**config.mk**
```make
export PLATFORM = sky130hd
export DESIGN_NAME = tlb_lru_lookup_insert_top
export DESIGN_NICKNAME = d
export VERILOG_FILES = /design/src/design/tlb_pkg.sv /design/src/design/tlb_ram.sv /design/src/design/tlb_datapath.sv /design/src/design/tlb_ctrl.sv /design/src/design/tlb_lru_lookup_insert_top.sv
export SDC_FILE = /design/constraint.sdc
export NUM_CORES = 2
export LEC_CHECK = 0
export BUFFER_PORTS_ARGS = -buffer_cell sky130_fd_sc_hd__buf_2
export CAP_MARGIN = 20
export CORE_ASPECT_RATIO = 2
export CORE_UTILIZATION = 30
export CTS_BUF_LIST = sky130_fd_sc_hd__clkbuf_2 sky130_fd_sc_hd__clkbuf_4 sky130_fd_sc_hd__clkbuf_8
export CTS_CLUSTER_SIZE = 40
export DETAILED_ROUTE_END_ITERATION = 7
export SETUP_SLACK_MARGIN = 0.4
export SLEW_MARGIN = 30
export SYNTH_ARGS = -nofsm -noshare
export SYNTH_HDL_FRONTEND = slang
export SYNTH_SLANG_ARGS = --single-unit
export TNS_END_PERCENT = 1
```
**constraint.sdc**
```tcl
create_clock -name clk -period 11.5 [get_ports clk]
set_input_delay 1.15 -clock clk [delete_from_list [all_inputs] [get_ports clk]]
set_output_delay 1.15 -clock clk [all_outputs]
set_load 0.01 [all_outputs]
```
**src/design/tlb_pkg.sv**
```systemverilog
`default_nettype none
// ----------------------------------------------------------------------------
// tlb_pkg
// Shared codes and controller/datapath interface types for the LRU TLB.
// ----------------------------------------------------------------------------
package tlb_pkg;

  localparam int unsigned ADDR_W  = 32;
  localparam int unsigned STAMP_W = 64;

  // command codes
  localparam logic [1:0] CMD_LOOKUP = 2'd0;
  localparam logic [1:0] CMD_INSERT = 2'd1;
  localparam logic [1:0] CMD_FLUSH  = 2'd2;

  // result status codes
  localparam logic [1:0] ST_HIT      = 2'd0;
  localparam logic [1:0] ST_MISS     = 2'd1;
  localparam logic [1:0] ST_INSERTED = 2'd2;
  localparam logic [1:0] ST_FLUSHED  = 2'd3;

  // controller -> datapath
  typedef struct packed {
    logic       capture;     // latch the incoming transaction
    logic       stamp_hit;   // restamp the hit entry, bump counter
    logic       ins_free;    // insert into first invalid entry
    logic       ins_victim;  // insert into the LRU victim
    logic       flush;       // drop all entries, clear counter
    logic       scan_step;   // advance the stamp read pointer
    logic       scan_cmp;    // compare returned stamp against running min
    logic       res_load;    // load result registers
    logic       res_hit;     // result carries the frame read data
    logic [1:0] res_status;
  } tlb_ctl_t;

  // datapath -> controller
  typedef struct packed {
    logic [1:0] cmd;
    logic       hit;
    logic       all_valid;
    logic       scan_last;
  } tlb_sts_t;

endpackage
`default_nettype wire

```
**src/design/tlb_ram.sv**
```systemverilog
`default_nettype none
// ----------------------------------------------------------------------------
// tlb_ram
// Generic single-write, single-read RAM with registered read data.
// ----------------------------------------------------------------------------
module tlb_ram #(
  parameter int unsigned WIDTH = 32,
  parameter int unsigned DEPTH = 16,
  localparam int unsigned AW   = (DEPTH > 1) ? $clog2(DEPTH) : 1
) (
  input  wire logic             clk,
  input  wire logic             we,
  input  wire logic [AW-1:0]    waddr,
  input  wire logic [WIDTH-1:0] wdata,
  input  wire logic [AW-1:0]    raddr,
  output logic      [WIDTH-1:0] rdata
);

  logic [WIDTH-1:0] mem [DEPTH];

  always_ff @(posedge clk) begin
    if (we) begin
      mem[waddr] <= wdata;
    end
    rdata <= mem[raddr];
  end

endmodule
`default_nettype wire

```
**src/design/tlb_datapath.sv**
```systemverilog
`default_nettype none
// ----------------------------------------------------------------------------
// tlb_datapath
// Tag lanes, valid bits, frame and stamp RAMs, use counter, LRU scan and
// result registers.
// ----------------------------------------------------------------------------
module tlb_datapath #(
  parameter int unsigned TLB_ENTRIES = 16
) (
  input  wire logic                        clk,
  input  wire logic                        rst,
  input  wire tlb_pkg::tlb_ctl_t           ctl,
  output tlb_pkg::tlb_sts_t                sts,
  input  wire logic [1:0]                  command,
  input  wire logic [tlb_pkg::ADDR_W-1:0]  virtual_address,
  input  wire logic [tlb_pkg::ADDR_W-1:0]  physical_address,
  output logic                             done,
  output logic [1:0]                       status,
  output logic [tlb_pkg::ADDR_W-1:0]       translated_address
);

  localparam int unsigned IDX_W = (TLB_ENTRIES > 1) ? $clog2(TLB_ENTRIES) : 1;
  localparam logic [IDX_W-1:0] LAST_IDX = IDX_W'(TLB_ENTRIES - 1);

  logic [1:0]                   cmd_q;
  logic [tlb_pkg::ADDR_W-1:0]   va_q;
  logic [tlb_pkg::ADDR_W-1:0]   pa_q;
  logic [TLB_ENTRIES-1:0]       valid;
  logic [tlb_pkg::ADDR_W-1:0]   tag [TLB_ENTRIES];
  logic [tlb_pkg::STAMP_W-1:0]  use_counter;
  logic [IDX_W-1:0]             scan_addr;
  logic [IDX_W-1:0]             data_idx;
  logic [tlb_pkg::STAMP_W-1:0]  min_stamp;
  logic [IDX_W-1:0]             victim;

  logic [TLB_ENTRIES-1:0]       match;
  logic                         hit;
  logic [IDX_W-1:0]             hit_idx;
  logic [IDX_W-1:0]             free_idx;
  logic [IDX_W-1:0]             slot;
  logic                         ins;
  logic                         stamp_we;
  logic [IDX_W-1:0]             stamp_waddr;
  logic [tlb_pkg::ADDR_W-1:0]   frame_rd;
  logic [tlb_pkg::STAMP_W-1:0]  stamp_rd;

  // parallel tag compare, lowest index wins
  always_comb begin
    hit_idx  = '0;
    free_idx = '0;
    for (int i = TLB_ENTRIES - 1; i >= 0; i--) begin
      match[i] = valid[i] && (tag[i] == va_q);
      if (match[i]) begin
        hit_idx = IDX_W'(i);
      end
      if (!valid[i]) begin
        free_idx = IDX_W'(i);
      end
    end
    hit = |match;
  end

  assign ins         = ctl.ins_free | ctl.ins_victim;
  assign slot        = ctl.ins_free ? free_idx : victim;
  assign stamp_we    = ctl.stamp_hit | ins;
  assign stamp_waddr = ctl.stamp_hit ? hit_idx : slot;

  assign sts.cmd       = cmd_q;
  assign sts.hit       = hit;
  assign sts.all_valid = &valid;
  assign sts.scan_last = (data_idx == LAST_IDX);

  tlb_ram #(.WIDTH(tlb_pkg::ADDR_W), .DEPTH(TLB_ENTRIES)) u_frame_ram (
    .clk   (clk),
    .we    (ins),
    .waddr (slot),
    .wdata (pa_q),
    .raddr (hit_idx),
    .rdata (frame_rd)
  );

  tlb_ram #(.WIDTH(tlb_pkg::STAMP_W), .DEPTH(TLB_ENTRIES)) u_stamp_ram (
    .clk   (clk),
    .we    (stamp_we),
    .waddr (stamp_waddr),
    .wdata (use_counter),
    .raddr (scan_addr),
    .rdata (stamp_rd)
  );

  // control state
  always_ff @(posedge clk) begin
    if (rst) begin
      valid       <= '0;
      use_counter <= '0;
      done        <= 1'b0;
    end else begin
      done <= ctl.res_load;
      if (ctl.flush) begin
        valid       <= '0;
        use_counter <= '0;
      end else begin
        if (ins) begin
          valid[slot] <= 1'b1;
        end
        if (stamp_we) begin
          use_counter <= use_counter + 1'b1;
        end
      end
    end
  end

  // payload
  always_ff @(posedge clk) begin
    if (ctl.capture) begin
      cmd_q <= command;
      va_q  <= virtual_address;
      pa_q  <= physical_address;
    end
    if (ins) begin
      tag[slot] <= va_q;
    end
    if (ctl.capture) begin
      scan_addr <= '0;
    end else if (ctl.scan_step && (scan_addr != LAST_IDX)) begin
      scan_addr <= scan_addr + 1'b1;
    end
    data_idx <= scan_addr;
    if (ctl.scan_cmp && ((data_idx == '0) || (stamp_rd < min_stamp))) begin
      min_stamp <= stamp_rd;
      victim    <= data_idx;
    end
    if (ctl.res_load) begin
      status             <= ctl.res_status;
      translated_address <= ctl.res_hit ? frame_rd : '0;
    end
  end

endmodule
`default_nettype wire

```
**src/design/tlb_ctrl.sv**
```systemverilog
`default_nettype none
// ----------------------------------------------------------------------------
// tlb_ctrl
// Sequencer: decode, hit readout, LRU victim scan and replace.
// ----------------------------------------------------------------------------
module tlb_ctrl (
  input  wire logic              clk,
  input  wire logic              rst,
  input  wire logic              start,
  output logic                   busy,
  input  wire tlb_pkg::tlb_sts_t sts,
  output tlb_pkg::tlb_ctl_t      ctl
);

  typedef enum logic [2:0] {
    S_IDLE,
    S_DECODE,
    S_HIT_OUT,
    S_SCAN,
    S_REPLACE
  } state_t;

  state_t state;
  state_t state_next;

  always_comb begin
    ctl        = '0;
    state_next = state;
    case (state)
      S_IDLE: begin
        if (start && !busy) begin
          ctl.capture = 1'b1;
          state_next  = S_DECODE;
        end
      end
      S_DECODE: begin
        state_next = S_IDLE;
        case (sts.cmd)
          tlb_pkg::CMD_LOOKUP: begin
            if (sts.hit) begin
              ctl.stamp_hit = 1'b1;
              state_next    = S_HIT_OUT;
            end else begin
              ctl.res_load   = 1'b1;
              ctl.res_status = tlb_pkg::ST_MISS;
            end
          end
          tlb_pkg::CMD_INSERT: begin
            if (sts.all_valid) begin
              ctl.scan_step = 1'b1;
              state_next    = S_SCAN;
            end else begin
              ctl.ins_free   = 1'b1;
              ctl.res_load   = 1'b1;
              ctl.res_status = tlb_pkg::ST_INSERTED;
            end
          end
          tlb_pkg::CMD_FLUSH: begin
            ctl.flush      = 1'b1;
            ctl.res_load   = 1'b1;
            ctl.res_status = tlb_pkg::ST_FLUSHED;
          end
          default: begin
            ctl.res_load   = 1'b1;
            ctl.res_status = tlb_pkg::ST_MISS;
          end
        endcase
      end
      S_HIT_OUT: begin
        ctl.res_load   = 1'b1;
        ctl.res_hit    = 1'b1;
        ctl.res_status = tlb_pkg::ST_HIT;
        state_next     = S_IDLE;
      end
      S_SCAN: begin
        ctl.scan_step = 1'b1;
        ctl.scan_cmp  = 1'b1;
        if (sts.scan_last) begin
          state_next = S_REPLACE;
        end
      end
      S_REPLACE: begin
        ctl.ins_victim = 1'b1;
        ctl.res_load   = 1'b1;
        ctl.res_status = tlb_pkg::ST_INSERTED;
        state_next     = S_IDLE;
      end
      default: begin
        state_next = S_IDLE;
      end
    endcase
  end

  always_ff @(posedge clk) begin
    if (rst) begin
      state <= S_IDLE;
      busy  <= 1'b0;
    end else begin
      state <= state_next;
      busy  <= (state_next != S_IDLE);
    end
  end

endmodule
`default_nettype wire

```
**src/design/tlb_lru_lookup_insert_top.sv**
```systemverilog
`default_nettype none
// ----------------------------------------------------------------------------
// tlb_lru_lookup_insert_top
// Fully associative TLB, full 32-bit VA tag, LRU replacement by use stamps.
// ----------------------------------------------------------------------------
//
//  channel   handshake            payload
//  -------   ------------------   --------------------------------------------
//  request   start & !busy        command, virtual_address, physical_address
//  result    done (1-cycle strb)  status, translated_address
//
//  States per transaction (accept to next accept possible):
//    miss, flush, unused command, insert with a free entry : DECODE
//    lookup hit (frame RAM read, registered) : DECODE, HIT_OUT
//    insert with every entry valid : DECODE, SCAN, REPLACE
//  The LRU victim scan for a full-buffer insert reads one 64-bit stamp per
//  cycle through the stamp RAM read port.
//  Reset is synchronous; it drops all valid bits and the use counter at once.
//  The result is shown the cycle after the deciding step, exactly one cycle;
//  the receiver cannot stall, and a new transaction may be accepted in that
//  same cycle.
//
module tlb_lru_lookup_insert_top #(
  parameter int unsigned TLB_ENTRIES = 16
) (
  input  wire logic        clk,
  input  wire logic        rst,
  // request transaction
  input  wire logic        start,
  output logic             busy,
  input  wire logic [1:0]  command,
  input  wire logic [31:0] virtual_address,
  input  wire logic [31:0] physical_address,
  // result transaction
  output logic             done,
  output logic [1:0]       status,
  output logic [31:0]      translated_address
);

  // command / status between sequencer and datapath
  tlb_pkg::tlb_ctl_t ctl;
  tlb_pkg::tlb_sts_t sts;

  tlb_ctrl u_ctrl (
    .clk   (clk),
    .rst   (rst),
    .start (start),
    .busy  (busy),
    .sts   (sts),
    .ctl   (ctl)
  );

  // tag lanes, valid bits, frame/stamp RAMs, counter, scan, result registers
  tlb_datapath #(.TLB_ENTRIES(TLB_ENTRIES)) u_datapath (
    .clk                (clk),
    .rst                (rst),
    .ctl                (ctl),
    .sts                (sts),
    .command            (command),
    .virtual_address    (virtual_address),
    .physical_address   (physical_address),
    .done               (done),
    .status             (status),
    .translated_address (translated_address)
  );

endmodule
`default_nettype wire
```
==> reports/qor.txt <==
Final #Nets -> 5556
placed cell count -> 9156
Critical Path Start -> u_datapath.va_q[14]$_DFFE_PP_
clk slew on worst S/H paths -> 0.07 ns
PortBufs -> 104
Setup CP Type -> reg2reg
vias -> 47.7k
Post-DP HPWL -> 151 mm
Resized Gates After CTS -> 0
top layer in use -> met5
Slew @ Worst Pin -> 1.02 ns
post-synthesis async set-or-reset flop share -> 0
DIE WIDTH -> 399 um
number of synthesized flops with an enable pin -> 2216
CTS tree -> built
Final period util -> 0.566
post-synthesis average cell area -> 18.8 um^2
share of layout cells above drive strength 1 -> 0.226
outcome -> completed
cell taking the most area after synthesis -> edfxtp_1
wl on met1 -> 87.0 mm
Pins Over Slew Limit -> 0
GRT Resource Usage Total -> 0.157
Crit. End Element -> register
Final Critical Period -> 6.51 ns
WL/cell -> 25.7 um
Final Hold Viols -> 0
Yosys cell types -> 71
# DRC -> 0
internal reg-to-reg setup slack -> 4.99 ns
CTS buffer count -> 349
FF-to-FF End -> u_datapath.u_frame_ram.rdata[9]$_DFF_P_
RSZ-0062 raised after global routing -> no
Ys Warns -> 0
Final setup viols -> 0
Via density -> 4.86
PD cells -> 159 mW/mm^2
Placer Congestion -> 0.920
R2R cell count -> 14
Critical Path Fanout Max -> 49
Initial Util -> 0.302
Setup TNS -> 0 ns
Chip Height -> 795 um
Fin Clk Skew -> 0.153 ns
pin count of the biggest net entering global routing -> 129
initial antenna violation count -> 35
antenna-violating nets left -> 0
Layout Cells excl Fill -> 9811
post-synthesis sequential area ratio -> 0.746
H-tree depth -> 5
Worst Path Required -> 12.34 ns
Hold WC Path Type -> in2reg
top cells by count, synth -> 2216 x edfxtp_1, 367 x xor2_1, 320 x mux4_2
maxcap violations -> 0
Skew-Pair Late Insertion Delay -> 1.03 ns
worst setup path endpoint -> u_datapath.u_frame_ram.rdata[9]$_DFF_P_
DIE AREA -> 0.317 mm^2
Yosys top cell area share -> 0.705
Clock Sinks -> 2405
CTS Buffer Depth -> 4
Post-CTS Hold Fix Bufs -> 0
f_max -> 154 MHz
Synthesized Nets -> 5160
WL final -> 252 mm
top post-synthesis cells by area -> edfxtp_1 71%, mux4_2 7.6%, dfxtp_1 4.0%
Primary FF master, synth -> edfxtp_1
Core Region -> 0.312 mm^2
FF+latch count, synth -> 2405
GRT overflow -> 0
Cells after Synth -> 5026
Site Rows -> 290
number of global-route vias before repair -> 51.0k
I/O pin cnt -> 105
met2 WL -> 137 mm
CTS root buffer -> clkbuf_8
met3 wire len -> 12.3 mm
area grow syn2layout -> 14.4%
Slew HR -> 0.318
Initial DRC Count -> 3499
critical path launch point type -> register
synthesized area -> 0.0943 mm^2
number of post-CTS setup repair buffers -> 0
count leader, synth -> edfxtp_1
CP arrival -> 7.35 ns
first-pass GRT wire length -> 357 mm
DR pass1 iterations -> 5
worst ir drop on vdd -> 0.0902 mV
reg2reg start -> u_datapath.va_q[14]$_DFFE_PP_
Static Leak -> 0.0342 uW
[layout make-up]
class / count / area [um^2]
sequential: 2405 / 70300
antenna: 15 / 37.5
fill: 29200 / 205000
tap: 4088 / 5110
multi-input combinational: 2316 / 23000
clock buffer: 496 / 6150
inverter: 97 / 364
clock inverter: 141 / 1180
timing repair buffer: 253 / 1760
[cell usage in the layout, fill, tap and decap left out, types with 94 or more instances in the layout]
cell type and n:
xnor2_1 189, mux4_2 320, clkbuf_8 388, mux2i_1 261
edfxtp_1 2216, xor2_1 365, buf_2 105, dfxtp_1 185
nor4_1 154, a22oi_1 94, inv_1 97, nand4_1 100
buf_4 139, clkbuf_4 108
[metal layers]
layer | up-vias | track usage
li1 | 20800 | -
met1 | 24900 | 0.159
met2 | 1374 | 0.294
met3 | 576 | 0.0294
met4 | 34 | 0.0910
met5 | - | 0
[metrics by stage]
| stage | worst slack [ns] | cell area [um^2] | power [uW] | utilization | hold WS, ns |
|---|---|---|---|---|---|
| 5_1_grt | 4.83 | 108000 | 17700 | 0.345 | 0.232 |
| 3_3_place_gp | 4.95 | 100000 | 10100 | 0.321 | 0.409 |
| 6_report | 4.99 | 108000 | 17100 | 0.345 | 0.318 |
| 3_5_place_dp | 4.97 | 100000 | 10100 | 0.322 | 0.412 |
| 2_1_floorplan | 4.92 | 94300 | 9930 | - | 0.329 |
| 4_1_cts | 4.95 | 108000 | 17300 | 0.345 | 0.200 |
[worst max-delay path: stages, from the launching register on]
cell      delay [ns]
edfxtp_1        0.76
buf_4           0.47
xor2_1          0.17
nor4_1          0.29
nand4_1         0.12
or4_1           0.61
a211oi_1        0.89
o211ai_1        0.26
a31o_1          0.32
a31oi_4         0.17
buf_4           0.67
buf_4           0.76
mux2i_1         0.16
a22oi_1         0.35
and3_1          0.20
[registers in the layout, summed over array words and instances, names as in the netlist, 2 cells and up]
register	flops
u_ctrl.state	3
u_datapath.va_q	32
u_datapath.data_idx	4
u_datapath.u_stamp_ram.mem	1024
u_datapath.use_counter	64
u_datapath.scan_addr	4
u_datapath.min_stamp	64
u_datapath.u_frame_ram.mem	512
u_datapath.u_stamp_ram.rdata	64
u_datapath.u_frame_ram.rdata	32
u_datapath.tag	512
u_datapath.pa_q	32
u_datapath.status	2
u_datapath.victim	4
u_datapath.valid	16
u_datapath.translated_address	32
u_datapath.cmd_q	2
[power by group]
group / leakage (uW) / internal, uW / total (uW) / switching, uW
clock: 0.00388 / 3860 / 7200 / 3350
combinational: 0.00831 / 95.4 / 374 / 279
sequential: 0.0220 / 9520 / 9560 / 40.1
total: 0.0342 / 13500 / 17100 / 3660
[logic make-up (layout without fill, tap and decap cells)]
kind of cell,after synthesis,count (layout),share of synthesized area
compound gates,264,264,0.0194
xor+xnor,558,558,0.0518
fa+ha+maj,65,65,0.00862
buf+inv,305,987,0.0153
flops,2405,2405,0.746
mux,648,648,0.112
other cells,0,15,0
simple gates,781,781,0.0472
[how the worst min path moves through the flow]
stage	slack (ns)	depth (start not counted)	endpoint	start
after detailed placement	0.41	0	u_datapath.min_stamp[0]$_DFFE_PP_	u_datapath.u_stamp_ram.rdata[0]$_DFF_P_
after floorplan	0.33	0	u_datapath.data_idx[2]$_DFF_P_	u_datapath.scan_addr[2]$_SDFFE_PP0P_
after CTS	0.20	1	u_datapath.va_q[23]$_DFFE_PP_	virtual_address[23]
after global routing	0.23	1	u_datapath.va_q[23]$_DFFE_PP_	virtual_address[23]
final	0.32	1	u_datapath.va_q[23]$_DFFE_PP_	virtual_address[23]
after global placement	0.41	0	u_datapath.min_stamp[0]$_DFFE_PP_	u_datapath.u_stamp_ram.rdata[0]$_DFF_P_
No activity file was read; power rests on OpenSTA's default activity.
